--- src/sv/wir_pkg.sv ---
// Shared types, constants and helper functions of the windowed image rotator.
// Used by every module of the block but wir_ram; depends on nothing.
`default_nettype none

package wir_pkg;

    localparam int FRAME_WIDTH    = 512;
    localparam int FRAME_HEIGHT   = 512;
    localparam int TRIG_FRAC_BITS = 14;

    localparam int POS_W   = 9;
    localparam int DIFF_W  = POS_W + 1;
    localparam int TRIG_W  = 16;
    localparam int CTR_W   = 9;
    localparam int WIN_W   = 10;
    localparam int PIXEL_W = 24;
    localparam int SRC_W   = 12;
    localparam int CFG_IDX_W  = 3;
    localparam int CFG_DATA_W = 16;

    localparam int PROD_W  = DIFF_W + TRIG_W;
    localparam int CTERM_W = CTR_W + 1 + TRIG_FRAC_BITS;
    localparam int SUM_W   = ((PROD_W > CTERM_W) ? PROD_W : CTERM_W) + 2;
    localparam int ADDR_W  = $clog2(FRAME_WIDTH * FRAME_HEIGHT);
    localparam int FRAME_DEPTH = FRAME_WIDTH * FRAME_HEIGHT;

    localparam int SRC_MIN = -1024;
    localparam int SRC_MAX = 2047;

    localparam int QUEUE_DEPTH = 4;
    localparam int QPTR_W      = $clog2(QUEUE_DEPTH);
    localparam int QCNT_W      = $clog2(QUEUE_DEPTH + 1);

    localparam logic KIND_LOAD    = 1'b0;
    localparam logic KIND_REQUEST = 1'b1;

    localparam logic [CFG_IDX_W-1:0] REG_COS          = 3'd0;
    localparam logic [CFG_IDX_W-1:0] REG_SIN          = 3'd1;
    localparam logic [CFG_IDX_W-1:0] REG_CENTER_X     = 3'd2;
    localparam logic [CFG_IDX_W-1:0] REG_CENTER_Y     = 3'd3;
    localparam logic [CFG_IDX_W-1:0] REG_WINDOW_LEFT  = 3'd4;
    localparam logic [CFG_IDX_W-1:0] REG_WINDOW_TOP   = 3'd5;
    localparam logic [CFG_IDX_W-1:0] REG_WINDOW_RIGHT = 3'd6;
    localparam logic [CFG_IDX_W-1:0] REG_WINDOW_BOT   = 3'd7;

    localparam logic signed [TRIG_W-1:0] COS_RESET   = 16'sh4000;
    localparam logic [WIN_W-1:0]         RIGHT_RESET = 10'd512;
    localparam logic [WIN_W-1:0]         BOTTOM_RESET = 10'd512;

    typedef struct packed {
        logic               is_load;
        logic               hit;
        logic               wr_flag;
        logic [ADDR_W-1:0]  addr;
        logic [PIXEL_W-1:0] pixel;
        logic [SRC_W-1:0]   src_x;
        logic [SRC_W-1:0]   src_y;
    } entry_t;

    typedef struct packed {
        logic full;
        logic empty;
    } queue_stat_t;

    function automatic logic [ADDR_W-1:0] frame_addr(input logic [31:0] col,
                                                     input logic [31:0] row);
        logic [ADDR_W-1:0] w;
        w = ADDR_W'(FRAME_WIDTH);
        return ADDR_W'(row) * w + ADDR_W'(col);
    endfunction

    function automatic logic [SRC_W-1:0] clamp_src(input logic signed [31:0] v);
        logic [SRC_W-1:0] r;
        if (v < SRC_MIN)
            r = SRC_W'(SRC_MIN);
        else if (v > SRC_MAX)
            r = SRC_W'(SRC_MAX);
        else
            r = v[SRC_W-1:0];
        return r;
    endfunction

endpackage

`default_nettype wire

--- src/sv/wir_front.sv ---
// Front part: configuration registers, input acceptance, window check and the
// two-stage inverse rotation pipeline that fills the work queue. Uses wir_pkg.
`default_nettype none

module wir_front (
    input  wire                                clk,
    input  wire                                rst_n,
    input  wire                                cfg_we,
    input  wire  [wir_pkg::CFG_IDX_W-1:0]      cfg_index,
    input  wire  [wir_pkg::CFG_DATA_W-1:0]     cfg_data,
    input  wire                                in_valid,
    output logic                               in_ready,
    input  wire                                in_kind,
    input  wire  [wir_pkg::POS_W-1:0]          in_x,
    input  wire  [wir_pkg::POS_W-1:0]          in_y,
    input  wire  [wir_pkg::PIXEL_W-1:0]        in_pixel,
    input  wir_pkg::queue_stat_t               q_stat,
    output logic                               q_push,
    output wir_pkg::entry_t                    q_entry
);

    logic signed [wir_pkg::TRIG_W-1:0] cos_reg, sin_reg;
    logic [wir_pkg::CTR_W-1:0]         center_x_reg, center_y_reg;
    logic [wir_pkg::WIN_W-1:0]         left_reg, top_reg, right_reg, bottom_reg;

    logic                              a_valid_reg, b_valid_reg;
    logic                              a_kind_reg, b_kind_reg;
    logic [wir_pkg::POS_W-1:0]         a_x_reg, a_y_reg, b_x_reg, b_y_reg;
    logic [wir_pkg::PIXEL_W-1:0]       a_pixel_reg, b_pixel_reg;
    logic                              a_win_reg, b_win_reg;
    logic                              a_ldok_reg, b_ldok_reg;
    logic signed [wir_pkg::DIFF_W-1:0] a_dx_reg, a_dy_reg;
    logic signed [wir_pkg::PROD_W-1:0] b_xc_reg, b_ys_reg, b_yc_reg, b_xs_reg;

    logic                              advance;
    logic                              win_ok, in_win, load_ok;
    logic signed [wir_pkg::DIFF_W-1:0] dx_next, dy_next;
    logic signed [wir_pkg::PROD_W-1:0] dx_ext, dy_ext, cos_ext, sin_ext;
    logic signed [wir_pkg::SUM_W-1:0]  cx_term, cy_term, half_term;
    logic signed [wir_pkg::SUM_W-1:0]  sum_x, sum_y, shift_x, shift_y;
    logic signed [31:0]                src_col, src_row;
    logic                              in_frame;

    always_ff @(posedge clk or negedge rst_n)
    begin
        if (!rst_n)
        begin
            cos_reg      <= wir_pkg::COS_RESET;
            sin_reg      <= '0;
            center_x_reg <= '0;
            center_y_reg <= '0;
            left_reg     <= '0;
            top_reg      <= '0;
            right_reg    <= wir_pkg::RIGHT_RESET;
            bottom_reg   <= wir_pkg::BOTTOM_RESET;
        end
        else if (cfg_we)
        begin
            unique case (cfg_index)
                wir_pkg::REG_COS:          cos_reg      <= cfg_data;
                wir_pkg::REG_SIN:          sin_reg      <= cfg_data;
                wir_pkg::REG_CENTER_X:     center_x_reg <= cfg_data[wir_pkg::CTR_W-1:0];
                wir_pkg::REG_CENTER_Y:     center_y_reg <= cfg_data[wir_pkg::CTR_W-1:0];
                wir_pkg::REG_WINDOW_LEFT:  left_reg     <= cfg_data[wir_pkg::WIN_W-1:0];
                wir_pkg::REG_WINDOW_TOP:   top_reg      <= cfg_data[wir_pkg::WIN_W-1:0];
                wir_pkg::REG_WINDOW_RIGHT: right_reg    <= cfg_data[wir_pkg::WIN_W-1:0];
                wir_pkg::REG_WINDOW_BOT:   bottom_reg   <= cfg_data[wir_pkg::WIN_W-1:0];
                default:                   cos_reg      <= cos_reg;
            endcase
        end
    end

    // Whole pipeline moves together; hold when the queue is full and stage b holds an entry
    assign advance  = !b_valid_reg || !q_stat.full;
    assign in_ready = advance;
    assign q_push   = b_valid_reg && !q_stat.full;

    assign win_ok  = (32'(left_reg) <= wir_pkg::FRAME_WIDTH)
                  && (32'(right_reg) <= wir_pkg::FRAME_WIDTH)
                  && (32'(top_reg) <= wir_pkg::FRAME_HEIGHT)
                  && (32'(bottom_reg) <= wir_pkg::FRAME_HEIGHT);
    assign in_win  = ({1'b0, in_x} >= left_reg) && ({1'b0, in_x} < right_reg)
                  && ({1'b0, in_y} >= top_reg) && ({1'b0, in_y} < bottom_reg);
    assign load_ok = (32'(in_x) < wir_pkg::FRAME_WIDTH)
                  && (32'(in_y) < wir_pkg::FRAME_HEIGHT);
    assign dx_next = $signed({1'b0, in_x}) - $signed({1'b0, center_x_reg});
    assign dy_next = $signed({1'b0, in_y}) - $signed({1'b0, center_y_reg});

    assign dx_ext  = wir_pkg::PROD_W'(a_dx_reg);
    assign dy_ext  = wir_pkg::PROD_W'(a_dy_reg);
    assign cos_ext = wir_pkg::PROD_W'(cos_reg);
    assign sin_ext = wir_pkg::PROD_W'(sin_reg);

    always_ff @(posedge clk or negedge rst_n)
    begin
        if (!rst_n)
        begin
            a_valid_reg <= 1'b0;
            b_valid_reg <= 1'b0;
        end
        else if (advance)
        begin
            a_valid_reg <= in_valid;
            b_valid_reg <= a_valid_reg;
        end
    end

    always_ff @(posedge clk)
    begin
        if (advance)
        begin
            a_kind_reg  <= in_kind;
            a_x_reg     <= in_x;
            a_y_reg     <= in_y;
            a_pixel_reg <= in_pixel;
            a_win_reg   <= win_ok && in_win;
            a_ldok_reg  <= load_ok;
            a_dx_reg    <= dx_next;
            a_dy_reg    <= dy_next;
            b_kind_reg  <= a_kind_reg;
            b_x_reg     <= a_x_reg;
            b_y_reg     <= a_y_reg;
            b_pixel_reg <= a_pixel_reg;
            b_win_reg   <= a_win_reg;
            b_ldok_reg  <= a_ldok_reg;
            b_xc_reg    <= dx_ext * cos_ext;
            b_ys_reg    <= dy_ext * sin_ext;
            b_yc_reg    <= dy_ext * cos_ext;
            b_xs_reg    <= dx_ext * sin_ext;
        end
    end

    assign cx_term   = wir_pkg::SUM_W'(center_x_reg) << wir_pkg::TRIG_FRAC_BITS;
    assign cy_term   = wir_pkg::SUM_W'(center_y_reg) << wir_pkg::TRIG_FRAC_BITS;
    assign half_term = wir_pkg::SUM_W'(1) << (wir_pkg::TRIG_FRAC_BITS - 1);
    assign sum_x     = wir_pkg::SUM_W'(b_xc_reg) + wir_pkg::SUM_W'(b_ys_reg)
                     + cx_term + half_term;
    assign sum_y     = wir_pkg::SUM_W'(b_yc_reg) - wir_pkg::SUM_W'(b_xs_reg)
                     + cy_term + half_term;
    assign shift_x   = sum_x >>> wir_pkg::TRIG_FRAC_BITS;
    assign shift_y   = sum_y >>> wir_pkg::TRIG_FRAC_BITS;
    assign src_col   = 32'(shift_x);
    assign src_row   = 32'(shift_y);
    assign in_frame  = (src_col >= 0) && (src_col < wir_pkg::FRAME_WIDTH)
                    && (src_row >= 0) && (src_row < wir_pkg::FRAME_HEIGHT);

    always_comb
    begin
        q_entry = '0;
        if (b_kind_reg == wir_pkg::KIND_LOAD)
        begin
            q_entry.is_load = 1'b1;
            q_entry.hit     = b_ldok_reg;
            q_entry.addr    = wir_pkg::frame_addr(32'(b_x_reg), 32'(b_y_reg));
            q_entry.pixel   = b_pixel_reg;
        end
        else
        begin
            q_entry.hit     = in_frame;
            q_entry.wr_flag = in_frame && b_win_reg;
            q_entry.addr    = wir_pkg::frame_addr(src_col, src_row);
            q_entry.src_x   = wir_pkg::clamp_src(src_col);
            q_entry.src_y   = wir_pkg::clamp_src(src_row);
        end
    end

endmodule

`default_nettype wire

--- config.mk ---
export PLATFORM = sky130hd
export DESIGN_NAME = wir_front
export DESIGN_NICKNAME = d
export VERILOG_FILES = /design/src/sv/wir_pkg.sv /design/src/sv/wir_front.sv
export SDC_FILE = /design/constraint.sdc
export NUM_CORES = 2
export LEC_CHECK = 0
export ABC_AREA = 1
export BUFFER_PORTS_ARGS = -buffer_cell sky130_fd_sc_hd__buf_2
export CAP_MARGIN = 20
export CORE_ASPECT_RATIO = 1.5
export CORE_UTILIZATION = 55
export CTS_BUF_LIST = sky130_fd_sc_hd__clkbuf_16
export CTS_CLUSTER_SIZE = 24
export DETAILED_ROUTE_END_ITERATION = 6
export GPL_TIMING_DRIVEN = 0
export PLACE_DENSITY = 0.83
export SYNTH_ARGS = -nofsm -noshare
export SYNTH_HDL_FRONTEND = slang
export SYNTH_SLANG_ARGS = --single-unit
--- constraint.sdc ---
create_clock -name clk -period 20.7 [get_ports clk]
set_clock_uncertainty 0.2 [all_clocks]
set_input_delay 4.14 -clock clk [delete_from_list [all_inputs] [get_ports clk]]
set_output_delay 4.14 -clock clk [all_outputs]
set_load 0.03 [all_outputs]
### Word-level counts from Yosys, hierarchy flattened

Cells that the tools add are included.

* bits of input ports: 68
* bits in registers: 304
* word-level logic and storage cells: 97
* output and inout bits: 71

* $lt $le $gt $ge: 16
* add/subtract/negate cells: 10
* eq/ne operators: 7
* muxes and demuxes: 10
* $mul: 4
* reduce and logical (&&, ||, !) cells: 24

Operators by type and width (number)
* $mul A10 B16 Y26: 4
* $add A27 B24 Y28: 2
* $add A28 B15 Y28 const B: 2
* $lt A14 B11 Y1 const B: 4
* $mux W12: 4
* $mux W24: 2
* $le A10 B10 Y1 const B: 4
* $ge A14 B1 Y1 const B: 2
* $gt A14 B12 Y1 const B: 2
* $add A26 B26 Y27: 1
* $sub A26 B26 Y27: 1
* $ge A9 B10 Y1: 2
* $lt A9 B10 Y1: 2
* $sub A9 B9 Y10: 2
* $add A18 B18 Y18: 1
* $add A18 B9 Y18: 1
* $mux W18: 1
* $reduce_and A2 Y1: 8
* $eq A3 B3 Y1 const B: 4
* $logic_and A1 B1 Y1: 12
* $eq A3 B2 Y1 const B: 2
* $eq A3 B1 Y1 const B: 1
* $logic_not A3 Y1: 1
* $mux W1: 3
* other kinds (2): 3

### Depth between registers and ports, before layout

* depth after elaboration: 9
* depth in mapped cells: 25

### Worst setup path before layout

Ideal clock, no wire load.

* path type: input port to output port
* start: input q_stat[1] (netlist bit)
* end: output in_ready
* path slack: 7.536 ns
* stages on the path: 1
* arrival: 8.824 ns
* cell sequence: nand2_1

* word-level cells in the longest chain between the ends: 2

Ends and longest elaborated chain
* start, declared: line wir_front.sv:17 `input wir_pkg::queue_stat_t q_stat,`
* $logic_not A1 Y1: line wir_front.sv:74 `assign advance = !b_valid_reg || !q_stat.full;`
* $logic_or A1 B1 Y1: line wir_front.sv:74
* end, declared: line wir_front.sv:12 `output logic in_ready,`

No other way between the ends.

==> reports/qor.txt <==
run status = completed
cell repeated most along the worst path = sky130_fd_sc_hd__nand2_1
Max stage delay cell, worst path = sky130_fd_sc_hd__fa_1
arrival time reported for the critical path endpoint = 5.25 ns
post-cts repair resize count = 0
WL/cell = 20.5 um
overall die width = 224 um
class of the tightest hold or removal check = reg2reg
number of levels in the clock H-tree = 1
Clock transition at path regs = 0.07 ns
full die area = 75,400 um^2
family with the most delay on the worst path = adder cells
number of nets in the synthesized netlist = 6,005
number of clock sinks seen by CTS = 304
# rows = 122
synthesized area = 40,800 um^2
total clock buffers created by CTS = 30
pin count of the biggest net entering global routing = 73
initial core utilization = 55.5%
GRT Overall Usage = 34.4%
remaining antenna violation count after routing = 0
Synth warnings = 0
per-instance average area after synthesis = 8.21 um^2
part of the cycle the worst path needs = 46.3%
area fraction of the dominant cell type after synthesis = 28.3%
Worst-Skew Late Latency = 0.63 ns
final hold violation count = 0
cells taking the most area after synthesis = sky130_fd_sc_hd__fa_1 28%, sky130_fd_sc_hd__edfxtp_1 16%, sky130_fd_sc_hd__inv_1 12%, sky130_fd_sc_hd__ha_1 12%, sky130_fd_sc_hd__nand2_1 11%
share of layout cells above drive strength 1 = 4.37%
number of vias per cell after detailed routing = 5.48
WP data required = 16.36 ns
count of buffers inserted at the top-level ports = 137
Crit path buffers/inverters = 2
TritonCTS clock tree = yes
Cell Chain, Critical Path = fa_1 -> ha_1 -> nand2_1 -> inv_1 -> nand2_1 -> nor3_1 -> nand3_1 -> nand4_1 -> nand2_1 -> ha_1 -> fa_1 -> nand2_1 -> nand2_1 -> nand2_1 -> a21oi_1 -> o21ai_0 -> nand2_1 -> xnor2_1 -> o21ai_0 -> buf_2
IO Count = 139
Area growth, synth to finish = 7.43%
total via count after detailed routing = 33,800
post-route worst hold slack = 0.214 ns
Tmin final = 9.59 ns
placed wire-length estimate after detailed placement = 101,000 um
clock root buffer = sky130_fd_sc_hd__clkbuf_16
critical path endpoint category = primary output
buffers inserted during post-CTS setup optimization = 0
EDFF count, synth = 212
number of instances in the synthesized netlist = 4,973
maximum buffer depth of the clock tree = 3
net count of the finished layout = 6,178
die height = 336 um
dominant synthesized flop cell = sky130_fd_sc_hd__edfxtp_1
sequential-to-total area share from yosys stat = 21.2%
area leader, netlist = sky130_fd_sc_hd__fa_1
worst slew pin tran = 1.19 ns
initial antenna violation count = 5
Pre-antenna DRT Iters = 7
via count of the first global-routing pass = 34,700
post-synthesis register bit count = 304
grt total ovfl = 0
maximum single-stage delay on the critical path = 0.53 ns
total detailed-routing wirelength = 127,000 um
number of remaining DRC errors = 0
max-cap violation count = 0
largest driver fanout on the critical path = 6
Yosys cell types = 48
most common cell in the netlist = sky130_fd_sc_hd__inv_1
tightest slew margin relative to the limit = 20.7%
hold-fix buffers at CTS = 0
total setup violations reported at the end of the flow = 0
crit start category = flop
total core area = 73,600 um^2
max-slew violation count = 0
proportion of register bits with asynchronous set or reset after synthesis = 30.3%
maximum clock frequency = 104 MHz
routability cong. = 1.04
first-pass GRT wire length = 192,000 um
critical path start-end classification = reg2out
cell types with the highest counts after synthesis = 1,341 x sky130_fd_sc_hd__inv_1, 1,224 x sky130_fd_sc_hd__nand2_1, 577 x sky130_fd_sc_hd__fa_1
setup_tns = 0 ns
setup repair after global routing missed its margin = no
number of design-rule violations left by the first detailed-router iteration = 3,267
path summary, 6_finish.rpt:
path | cells after the start | to | startpoint | slack, ns
setup / recovery | 20 | q_entry[63] | center_x_reg[8]$_DFFE_PN0P_ | 11.11
hold / removal | 0 | b_y_reg[1]$_DFFE_PP_ | a_y_reg[1]$_DFFE_PP_ | 0.21
setup reg to reg | 18 | b_xs_reg[24]$_DFFE_PP_ | a_dx_reg[9]$_DFFE_PP_ | 13.20
hold reg to reg | 0 | b_y_reg[1]$_DFFE_PP_ | a_y_reg[1]$_DFFE_PP_ | 0.21
max in group asynchronous | 2 | cos_reg[14]$_DFFE_PN1P_ | rst_n | 16.29
min in group asynchronous | 1 | left_reg[3]$_DFFE_PN0P_ | rst_n | 3.25
placed cells by master (no fill, tap or decap), drive strengths merged, types with 6 or more instances in the layout:
cell type,count
o21ai,169
nand2,1232
nor3,18
nor2,249
ha,387
a211oi,9
edfxtp,212
a21boi,6
a31oi,13
clkbuf,178
o211ai,8
fa,577
nand4,43
inv,1360
buf,144
a21o,16
a21oi,173
clkinv,6
o21bai,16
nand3,80
dfrtp,89
xor2,94
xnor2,59
nor4,7
layer usage:
| layer | global-route usage [%] | share of wire (%) | vias to the layer above |
|---|---|---|---|
| met5 | 0.194 | 0.021 | - |
| met4 | 30.4 | 11 | 4 |
| met3 | 7.65 | 9.4 | 629 |
| met2 | 57.6 | 47 | 1864 |
| met1 | 36.3 | 33 | 16100 |
| li1 | - | - | 15100 |
final cells by class:
cell class | count | area [um^2]
Timing Repair Buffer | 141 | 798
Clock buffer | 33 | 826
Buffer | 148 | 584
Tap cell | 992 | 1240
Clock inverter | 23 | 154
Inverter | 1346 | 5050
Fill cell | 6251 | 29700
Multi-Input combinational cell | 3175 | 26500
Antenna cell | 3 | 7.51
Sequential cell | 304 | 8670
through the flow:
step / utilization (%) / cell area [um^2] / instances / setup WS (ns)
after CTS: 59.6 / 43900 / 6162 / 11.18
after global placement: 58.1 / 42800 / 6102 / 5.14
after global routing: 59.6 / 43900 / 6162 / 10.94
final: 59.6 / 43900 / 6165 / 11.11
after detailed placement: 58.3 / 42900 / 6106 / 11.18
after floorplan: - / 40800 / 4973 / 7.54
logic make-up after synthesis:
family	Yosys count	share of synthesized area (%)
adders and majority gates	964	40.1
AOI/OAI and AO/OA	420	5.65
and+or+nand+nor	1638	15.9
xor gates and xnor gates	153	3.28
buffers and inverters	1494	13.8
DFF	304	21.2
worst reg2reg max path, cell delays in order, from the launching register on:
cell                       delay, ns
sky130_fd_sc_hd__edfxtp_1       0.91
sky130_fd_sc_hd__clkinv_1       0.76
sky130_fd_sc_hd__clkbuf_1       0.53
sky130_fd_sc_hd__nor2_1         0.32
sky130_fd_sc_hd__fa_1           0.51
sky130_fd_sc_hd__fa_1           0.55
sky130_fd_sc_hd__fa_1           0.44
sky130_fd_sc_hd__fa_1           0.51
sky130_fd_sc_hd__inv_1          0.05
sky130_fd_sc_hd__fa_1           0.48
sky130_fd_sc_hd__inv_1          0.05
sky130_fd_sc_hd__ha_1           0.38
sky130_fd_sc_hd__nand2_1        0.13
sky130_fd_sc_hd__nor3_1         0.31
sky130_fd_sc_hd__nand4_1        0.14
sky130_fd_sc_hd__nand3_1        0.18
sky130_fd_sc_hd__nand3_1        0.10
sky130_fd_sc_hd__nand2_1        0.08
sky130_fd_sc_hd__xor2_1         0.57
Power is left out: the tool's default activity adds up to more than one toggle a clock period on the data nets, which glitch-free logic cannot reach.
