--- src/sv/wir_pkg.sv ---
// Shared types, constants and helper functions of the windowed image rotator.
// Used by every module of the block but wir_ram; depends on nothing.
`default_nettype none

package wir_pkg;

    localparam int FRAME_WIDTH    = 512;
    localparam int FRAME_HEIGHT   = 512;
    localparam int TRIG_FRAC_BITS = 14;

    localparam int POS_W   = 9;
    localparam int DIFF_W  = POS_W + 1;
    localparam int TRIG_W  = 16;
    localparam int CTR_W   = 9;
    localparam int WIN_W   = 10;
    localparam int PIXEL_W = 24;
    localparam int SRC_W   = 12;
    localparam int CFG_IDX_W  = 3;
    localparam int CFG_DATA_W = 16;

    localparam int PROD_W  = DIFF_W + TRIG_W;
    localparam int CTERM_W = CTR_W + 1 + TRIG_FRAC_BITS;
    localparam int SUM_W   = ((PROD_W > CTERM_W) ? PROD_W : CTERM_W) + 2;
    localparam int ADDR_W  = $clog2(FRAME_WIDTH * FRAME_HEIGHT);
    localparam int FRAME_DEPTH = FRAME_WIDTH * FRAME_HEIGHT;

    localparam int SRC_MIN = -1024;
    localparam int SRC_MAX = 2047;

    localparam int QUEUE_DEPTH = 4;
    localparam int QPTR_W      = $clog2(QUEUE_DEPTH);
    localparam int QCNT_W      = $clog2(QUEUE_DEPTH + 1);

    localparam logic KIND_LOAD    = 1'b0;
    localparam logic KIND_REQUEST = 1'b1;

    localparam logic [CFG_IDX_W-1:0] REG_COS          = 3'd0;
    localparam logic [CFG_IDX_W-1:0] REG_SIN          = 3'd1;
    localparam logic [CFG_IDX_W-1:0] REG_CENTER_X     = 3'd2;
    localparam logic [CFG_IDX_W-1:0] REG_CENTER_Y     = 3'd3;
    localparam logic [CFG_IDX_W-1:0] REG_WINDOW_LEFT  = 3'd4;
    localparam logic [CFG_IDX_W-1:0] REG_WINDOW_TOP   = 3'd5;
    localparam logic [CFG_IDX_W-1:0] REG_WINDOW_RIGHT = 3'd6;
    localparam logic [CFG_IDX_W-1:0] REG_WINDOW_BOT   = 3'd7;

    localparam logic signed [TRIG_W-1:0] COS_RESET   = 16'sh4000;
    localparam logic [WIN_W-1:0]         RIGHT_RESET = 10'd512;
    localparam logic [WIN_W-1:0]         BOTTOM_RESET = 10'd512;

    typedef struct packed {
        logic               is_load;
        logic               hit;
        logic               wr_flag;
        logic [ADDR_W-1:0]  addr;
        logic [PIXEL_W-1:0] pixel;
        logic [SRC_W-1:0]   src_x;
        logic [SRC_W-1:0]   src_y;
    } entry_t;

    typedef struct packed {
        logic full;
        logic empty;
    } queue_stat_t;

    function automatic logic [ADDR_W-1:0] frame_addr(input logic [31:0] col,
                                                     input logic [31:0] row);
        logic [ADDR_W-1:0] w;
        w = ADDR_W'(FRAME_WIDTH);
        return ADDR_W'(row) * w + ADDR_W'(col);
    endfunction

    function automatic logic [SRC_W-1:0] clamp_src(input logic signed [31:0] v);
        logic [SRC_W-1:0] r;
        if (v < SRC_MIN)
            r = SRC_W'(SRC_MIN);
        else if (v > SRC_MAX)
            r = SRC_W'(SRC_MAX);
        else
            r = v[SRC_W-1:0];
        return r;
    endfunction

endpackage

`default_nettype wire

--- src/sv/wir_queue.sv ---
// Short register queue between the front and back parts.
// Uses wir_pkg for the entry type and depth.
`default_nettype none

module wir_queue (
    input  wire                   clk,
    input  wire                   rst_n,
    input  wire                   push,
    input  wir_pkg::entry_t       push_entry,
    input  wire                   pop,
    output wir_pkg::entry_t       head,
    output wir_pkg::queue_stat_t  stat
);

    wir_pkg::entry_t                 slots [wir_pkg::QUEUE_DEPTH];
    logic [wir_pkg::QPTR_W-1:0]      wr_ptr_reg, rd_ptr_reg;
    logic [wir_pkg::QCNT_W-1:0]      count_reg, count_next;

    function automatic logic [wir_pkg::QPTR_W-1:0] bump(
        input logic [wir_pkg::QPTR_W-1:0] p);
        logic [wir_pkg::QPTR_W-1:0] r;
        if (p == wir_pkg::QPTR_W'(wir_pkg::QUEUE_DEPTH - 1))
            r = '0;
        else
            r = p + 1'b1;
        return r;
    endfunction

    assign stat.full  = (count_reg == wir_pkg::QCNT_W'(wir_pkg::QUEUE_DEPTH));
    assign stat.empty = (count_reg == '0);
    assign head       = slots[rd_ptr_reg];

    always_comb
    begin
        count_next = count_reg;
        if (push && !pop)
            count_next = count_reg + 1'b1;
        else if (pop && !push)
            count_next = count_reg - 1'b1;
    end

    always_ff @(posedge clk or negedge rst_n)
    begin
        if (!rst_n)
        begin
            wr_ptr_reg <= '0;
            rd_ptr_reg <= '0;
            count_reg  <= '0;
        end
        else
        begin
            if (push)
                wr_ptr_reg <= bump(wr_ptr_reg);
            if (pop)
                rd_ptr_reg <= bump(rd_ptr_reg);
            count_reg <= count_next;
        end
    end

    always_ff @(posedge clk)
    begin
        if (push)
        begin
            slots[wr_ptr_reg] <= push_entry;
        end
    end

endmodule

`default_nettype wire

--- config.mk ---
export PLATFORM = sky130hd
export DESIGN_NAME = wir_queue
export DESIGN_NICKNAME = d
export VERILOG_FILES = /design/src/sv/wir_pkg.sv /design/src/sv/wir_queue.sv
export SDC_FILE = /design/constraint.sdc
export NUM_CORES = 1
export LEC_CHECK = 0
export BUFFER_PORTS_ARGS = -buffer_cell sky130_fd_sc_hd__buf_4
export CAP_MARGIN = 25
export CORE_MARGIN = 10
export CORE_UTILIZATION = 51
export CTS_CLUSTER_DIAMETER = 50
export DETAILED_ROUTE_END_ITERATION = 10
export PLACE_DENSITY = 0.77
export REMOVE_ABC_BUFFERS = 1
export SETUP_SLACK_MARGIN = 0.1
export SLEW_MARGIN = 5
export SYNTH_ARGS = -nofsm -noshare
export SYNTH_HDL_FRONTEND = slang
export SYNTH_SLANG_ARGS = --single-unit
--- constraint.sdc ---
create_clock -name clk -period 2.8 [get_ports clk]
set_clock_uncertainty 0.1 [all_clocks]
set_input_delay 0.28 -clock clk [delete_from_list [all_inputs] [get_ports clk]]
set_output_delay 0.28 -clock clk [all_outputs]
set_load 0.005 [all_outputs]
* Word-level counts from Yosys, hierarchy flattened *
Memories as Yosys holds them, arrays and structs flattened.
Index checks and enable logic that the tools add are counted.

cells by class
  add/subtract/negate cells = 4
  equal/unequal tests = 3
  multiplexer cells = 6
  reductions and logical operators = 6

operators with widths
  kind                                               count
  2-to-1 mux 3 bit                                   2
  adder 2 x 1 -> 2 bit (second input constant)       2
  == test 2 bit (second input constant)              2
  2-to-1 mux 2 bit                                   2
  adder 3 x 1 -> 3 bit (second input constant)       1
  == test 3 bit (second input constant)              1
  zero test 3 bit                                    1
  subtractor 3 x 1 -> 3 bit (second input constant)  1
  logical AND 1 bit                                  2
  zero test 1 bit                                    2
  2-to-1 mux 1 bit                                   2
  nonzero test 2 bit                                 1

word-level totals
  register bits = 7
  bits in writable memories = 276
  input port bits = 73
  output and inout port bits = 71
  word-level logic and storage cells = 23
  memories = 1

memories
  name   depth  width  read ports  clocked after memory_dff  wr ports  line             source
  slots  4      69     1           0                         1         wir_queue.sv:15  wir_pkg::entry_t slots [wir_pkg::QUEUE_DEPTH];

* Longest topological paths before layout *
Gate-level depths: netlist of run 1.

  depth in word-level cells = 4
  depth in mapped cells = 7
  depth with buffers taken out = 7

* Worst setup path before layout of run 1 *
No wires, ideal clock.

  kind = reg2reg
  start = register wr_ptr_reg[0] in the netlist's numbering
  end = memory slots[2][0] in the netlist's numbering, enable pin
  library setup time = 0.434 ns
  arrival time = 2.241 ns
  data required time = 2.266 ns
  slack = 0.025 ns
  stages on the path, launching flop included = 4
  path buffers = 0
  period minus slack after synthesis = 2.775 ns
  cell sequence = dfrtp_1 > inv_1 > ha_1 > and2_1

RTL lines
  what                    line             source
  from (decl)             wir_queue.sv:16  logic [wir_pkg::QPTR_W-1:0] wr_ptr_reg, rd_ptr_reg;
  from (signal assigned)  wir_queue.sv:53  wr_ptr_reg <= bump(wr_ptr_reg);
  to (decl)               wir_queue.sv:15

Straight into the memory's write port.

==> out/summary.txt, run 1 <==
Status: complete, no violations
Met1 Track Usage GR: 19.9%
Final ANT Viol Nets: 0
Worst path arrival time: 2.21 ns
Hold Path Origin: push_entry[32]
Setup crit end kind: primary output
Nets: 722
First-pass GRT wire length: 31.7 mm
Total GRT Usage: 15.1%
Worst setup path class: reg -> out
Mapped Area: 10,400 µm²
R2r setup slk: 0.89 ns
GRT met3 Usage: 3.67%
Seq cells post-synth: 283
CTS Root Cell: clkbuf_16
Total CTS buffers: 31
Yosys cell types: 20
Detailed Route WL: 19.9 mm
Via count: 4,937
Max Buffers Root-to-Sink: 3
Max IR drop VDD: 551 µV
Routability congestion estimate: 0.721
Pre-antenna DRT Iters: 6
Max transition margin: 58.2%
YS warnings: 0
I/O pin count: 144
Avg Cell Area, Syn: 26.3 µm²
Crit-path max FO: 38
Fill count: 1,314
Layout cells sized above 1: 41.5%
Post-Place Cell Area: 11,800 µm²
Largest register FFs: 276
RSZ-0062 raised after global routing: no
Largest net degree at the start of global routing: 70
Via density: 5.30
HPWL after DPL: 12.1 mm
Grt total ovfl: 0
Width of the die: 163 µm
Max-slew violations: 0
Drt wl/cell: 21.3 µm
Reg2reg path depth: 3
Startpoint types: flip-flop
Area delta synth->final: 29.7%
Initial antenna violation count: 1
ANT cells: 0
Setup violators final: 0
LEAKAGE: 0.00472 µW
Clock Latency Late Sink: 0.53 ns
Crit share post-route: 92.6%
Gr busiest metal: met2
Vias in the first global route: 5,653
CTS clock-pin slew for the worst setup and hold paths: 0.06 ns
Hold WS: 0.382 ns
WP data required: 2.42 ns
Starting Density: 51.8%
Hold Crit Depth: 2
Worst slew pin tran: 0.627 ns
Final hold viol count: 0
Drt initial violations: 272
Hold EP: slots[2][32]
Seq/Total Area, Yosys: 81.0%
Number of max-cap violations: 0
CTS tree: built
Reg-to-Reg Start: rd_ptr_reg[1]
H-tree levels: 1
Final Cell Area: 13,500 µm²
Row count: 52
Height of the die: 163 µm
Die area: 26,600 µm²
Min Clock Period, post-route: 2.59 ns
P per Cell Area: 976 nW/µm²
Reg-to-reg endpoint: rd_ptr_reg[1]
Met2 Use GR: 25.1%
Hold Path Class: in -> reg
DRC: 0
Max Clk Rate: 386 MHz
PortBufs: 143
# clock sinks: 283
Core area: 20,200 µm²
Synth Instances: 398
## cell usage in the layout (no fill, tap or decap), drive strengths merged, types with 4 or more instances in the layout
cell / netlist / routed
edfxtp: 276 / 276
ha: 6 / 6
dfrtp: 7 / 7
buf: 15 / 154
and2: 4 / 4
inv: 4 / 6
dlygate4sd3: 0 / 73
clkinv: 0 / 7
mux4: 69 / 69
clkbuf: 1 / 39
## metal layers
layer,vias up,part of all wire (%)
li1,2194,-
met1,2563,42
met2,149,50
met3,29,6.2
met4,2,1.4
met5,-,0.050
## cell usage after synthesis
master	n	area [µm²]
fa_1	1	20.0
o21ai_0	2	10.0
clkbuf_1	1	3.75
mux2_2	3	33.8
nor2_1	3	11.3
buf_2	7	35.0
nor3_1	1	5.00
xnor2_1	1	8.76
ha_1	6	75.1
xor2_1	2	17.5
mux4_2	68	1530
edfxtp_1	276	8290
and2_1	4	25.0
mux4_1	1	26.3
dfrtp_1	7	175
nand2_1	2	7.51
nor3b_1	1	7.51
buf_6	1	11.3
buf_12	7	140
inv_1	4	15.0
## critical path, cell delays in order (launching register included)
cell     delay (ns)
dfrtp_4        0.82
buf_12         0.30
mux4_2         0.36
buf_4          0.16
## layout make-up
type / instances / area, µm² / share of cell area (%)
tap: 270 / 338 / 2.49
timing repair buffer: 227 / 1980 / 14.6
multi-input combinational: 95 / 1790 / 13.2
clock buffer: 39 / 816 / 6.02
inverter: 4 / 15.0 / 0.111
sequential: 283 / 8470 / 62.5
clock inverter: 13 / 136 / 1.01
## where the power goes
part / internal (µW) / switching [µW] / leakage, µW
Sequential: 5440 / 354 / 0.00262
Clock: 2240 / 1510 / 0.000458
Combinational: 2130 / 1560 / 0.00164
Total: 9800 / 3420 / 0.00472
## cell families after synthesis
kind of cell,count (synthesis),share of synthesized area (%)
XOR/XNOR,3,0.252
AND/OR/NAND/NOR,11,0.539
buffers and inverters,20,1.96
multiplexers,72,15.2
flip-flops,283,81.0
AO/OA/AOI/OAI,2,0.0958
adder cells (fa/ha/maj),7,0.910
## worst max path at each step
stage	from	end	slack, ns	cells past startpoint
3_5_place_dp	rd_ptr_reg[0]	head[25]	0.61	3
6_report	rd_ptr_reg[1]	head[12]	0.21	3
5_1_grt	rd_ptr_reg[1]	head[66]	0.10	3
3_3_place_gp	rd_ptr_reg[0]	head[38]	0.62	3
2_1_floorplan	rd_ptr_reg[0]	head[60]	-1.07	1
4_1_cts	rd_ptr_reg[1]	head[60]	0.15	3
## timing repair
| action | CTS | global route |
|---|---|---|
| setup buffers | 1 | 0 |
| setup endpoints to repair | 37 | 0 |
| gates resized for setup | 0 | 0 |
| endpoints found under the hold margin | 287 | 0 |
| hold buffers | 73 | 0 |
## stage by stage
stage	setup slack (ns)	cells	TNS, ns	util [%]	total power, µW
final	0.206	931	0	67.2	13200
after floorplan	-1.07	382	-72.17	-	7770
after CTS	0.149	931	0	67.2	13500
after global placement	0.617	805	0	58.7	9480
after detailed placement	0.612	805	0	58.7	9590
after global routing	0.102	931	0	67.2	13900
No activity file was read; power rests on OpenSTA's default activity.
==> run 2, diff against run 1 <==
--- a/config.mk
+++ b/config.mk
@@ -5,14 +5,13 @@
 export SDC_FILE = /design/constraint.sdc
 export NUM_CORES = 1
 export LEC_CHECK = 0
-export BUFFER_PORTS_ARGS = -buffer_cell sky130_fd_sc_hd__buf_4
 export CAP_MARGIN = 25
 export CORE_MARGIN = 10
-export CORE_UTILIZATION = 51
+export CORE_UTILIZATION = 55
 export CTS_CLUSTER_DIAMETER = 50
 export DETAILED_ROUTE_END_ITERATION = 10
-export PLACE_DENSITY = 0.77
-export REMOVE_ABC_BUFFERS = 1
+export DONT_BUFFER_PORTS = 1
+export PLACE_DENSITY = 0.75
 export SETUP_SLACK_MARGIN = 0.1
 export SLEW_MARGIN = 5
 export SYNTH_ARGS = -nofsm -noshare
==> run 2 against run 1 <==
  * Utilization fell by 0.44 points
  * Critical path depth decreased by 1
  * Via count decreased by 9.7%
  * Setup slack gained 0.085 ns
  * Final area fell by 7.9%
  * Die area decreased by 6.4%
  * Clock power is 5.6% higher
  * Fmax increased by 3.4%
  * Critical path type unchanged
  * Critical endpoint is now head[44]
  * Highest routed layer is now met4
==> out/summary.txt, run 2 (same netlist as run 1, synthesis figures left out) <==
Total CTS buffers: 29 (was 31)
Sw Ratio: 26.2% (was 25.9%)
Reg2reg path depth: 3 (unchanged)
Via density: 5.90 (was 5.30)
Commonest non-fill, non-tap cells in the layout: edfxtp_1 (276), dlygate4sd3_1 (73), mux4_2 (68) (was edfxtp_1 (276), buf_4 (146), dlygate4sd3_1 (73))
Max transition margin: 58.7% (was 58.2%)
Final ANT Viol Nets: 0 (unchanged)
CTS clock-pin slew for the worst setup and hold paths: 0.06 ns (about the same)
HPWL after DPL: 11.3 mm (was 12.1 mm)
Setup crit end kind: primary output (unchanged)
Max IR drop VDD: 619 µV (was 551 µV)
Synthesized Nets: 478
Sw Pwr: 3270 µW (was 3420 µW)
Total GRT Usage: 15.8% (was 15.1%)
Via count: 4,458 (was 4,937)
Min Clock Period, post-route: 2.51 ns (was 2.59 ns)
First-pass GRT wire length: 29.9 mm (was 31.7 mm)
RSZ-0062 raised after global routing: no (unchanged)
Worst path arrival time: 2.13 ns (was 2.21 ns)
Largest net degree at the start of global routing: 41 (was 70)
# clock sinks: 283 (unchanged)
R2r setup slk: 0.90 ns (was 0.89 ns)
Clock Latency Late Sink: 0.52 ns (was 0.53 ns)
Hold Path Class: in -> reg (unchanged)
Setup_tns: 0 ns (unchanged)
Detailed Route WL: 19.5 mm (was 19.9 mm)
Status: complete, no violations (unchanged)
Worst setup path class: reg -> out (unchanged)
Combinational Power Share: 21.9% (was 27.9%)
Hold Path Origin: push (was push_entry[32])
Drt initial violations: 243 (was 272)
PortBufs: 0 (was 143)
H-tree levels: 1 (unchanged)
Pre-antenna DRT Iters: 5 (was 6)
Max Buffers Root-to-Sink: 3 (unchanged)
Hold EP: slots[2][41] (was slots[2][32])
LEAKAGE: 0.00406 µW (was 0.00472 µW)
Drt wl/cell: 25.8 µm (was 21.3 µm)
Worst slew pin tran: 0.619 ns (was 0.627 ns)
Max-slew violations: 0 (unchanged)
Nets: 578 (was 722)
Max Clk Rate: 399 MHz (was 386 MHz)
Die area: 24,900 µm² (was 26,600 µm²)
Routability congestion estimate: 0.697 (was 0.721)
Startpoint types: flip-flop (unchanged)
Power share of the clock group: 31.7% (was 28.3%)
Number of max-cap violations: 0 (unchanged)
Part of the power in registers: 46.4% (was 43.8%)
Width of the die: 158 µm (was 163 µm)
Core area: 18,700 µm² (was 20,200 µm²)
Final hold viol count: 0 (unchanged)
I/O pin count: 144 (unchanged)
Grt total ovfl: 0 (unchanged)
DRC: 0 (unchanged)
Largest register FFs: 276 (unchanged)
P per Cell Area: 1000 nW/µm² (was 976 nW/µm²)
Row count: 50 (was 52)
CTS Root Cell: clkbuf_16 (unchanged)
Most common cell after layout, fill and taps aside: edfxtp_1 (unchanged)
Starting Density: 55.9% (was 51.8%)
Reg-to-Reg Start: wr_ptr_reg[0] (was rd_ptr_reg[1])
Hold Crit Depth: 1 (was 2)
Area delta synth->final: 19.5% (was 29.7%)
Post-Route Utilization: 66.7% (was 67.2%)
Pint: 9230 µW (was 9800 µW)
WP data required: 2.42 ns (about the same)
Height of the die: 158 µm (was 163 µm)
Setup violators final: 0 (unchanged)
CTS tree: built (unchanged)
Layout cells sized above 1: 26.0% (was 41.5%)
Crit-path max FO: 40 (was 38)
Initial antenna violation count: 2 (was 1)
Reg-to-reg endpoint: slots[3][51] (was rd_ptr_reg[1])
Crit share post-route: 89.6% (was 92.6%)
Vias in the first global route: 4,831 (was 5,653)
==> run 2: cell count changes in the layout (fill, tap and decap cells not counted), sizes merged <==
| cell | before | now |
|---|---|---|
| inv | 6 | 7 |
| diode | 0 | 2 |
| bufinv | 2 | 6 |
| buf | 154 | 12 |
| clkinv | 7 | 11 |
| clkbuf | 39 | 31 |
==> run 2: stage by stage <==
step	setup slack [ns]	cells	power (µW)	instance area, µm²	hold slack, ns
4_1_cts	0.162	753	12700	12500	0.113
6_report	0.291	756	12500	12500	0.113
3_3_place_gp	0.742	627	8470	10700	-0.115
3_5_place_dp	0.730	627	8550	10700	-0.115
2_1_floorplan	0.103	398	7910	10500	-0.116
5_1_grt	0.181	756	13100	12500	0.118
==> run 2: worst max-delay path, stage by stage (launching register included) <==
cell and delay [ns]:
dfrtp_4 0.81, buf_4 0.39, mux4_2 0.41
==> run 2: cell type report <==
| class | count | area (µm²) |
|---|---|---|
| Antenna cell | 2 | 5.00 |
| Clock buffer | 31 | 733 |
| Clock inverter | 22 | 273 |
| Fill cell | 1144 | 6220 |
| Inverter | 4 | 15.0 |
| Multi-Input combinational cell | 95 | 1790 |
| Sequential cell | 283 | 8470 |
| Tap cell | 234 | 293 |
| Timing Repair Buffer | 85 | 903 |
==> run 2: repair_timing <==
item | in CTS | in global routing
hold buffers | 73 | 0
hold endpoints to repair | 288 | 0
resized for setup | 0 | 0
setup endpoints to repair | 0 | 1
buffers inserted | 0 | 1
==> run 2: worst max-delay path by stage <==
stage	start	to	slack, ns	cells past startpoint
6_report	rd_ptr_reg[1]	head[44]	0.29	2
5_1_grt	rd_ptr_reg[1]	head[44]	0.18	2
4_1_cts	rd_ptr_reg[0]	head[39]	0.16	2
3_5_place_dp	rd_ptr_reg[0]	head[39]	0.73	2
3_3_place_gp	rd_ptr_reg[0]	head[39]	0.74	2
2_1_floorplan	wr_ptr_reg[0]	slots[3][0]	0.10	2
==> run 2: metal layers <==
layer / vias up / part of all wire [%] / GRT usage [%] / wire, µm
li1: 1905 / - / - / -
met4: 0 / 1.3 / 3.25 / 262
met5: - / 0 / 0 / 0
met2: 165 / 52 / 26.3 / 10100
met3: 19 / 7.7 / 4.50 / 1510
met1: 2369 / 39 / 20.5 / 7650
==> run 2: power by group through the flow <==
stage          clock network [µW]  logic (µW)  registers [µW]
4_1_cts                      4030        2790            5840
3_3_place_gp                    0        2590            5870
2_1_floorplan                   0        2260            5650
6_report                     3960        2740            5800
3_5_place_dp                    0        2630            5920
5_1_grt                      4210        2980            5880
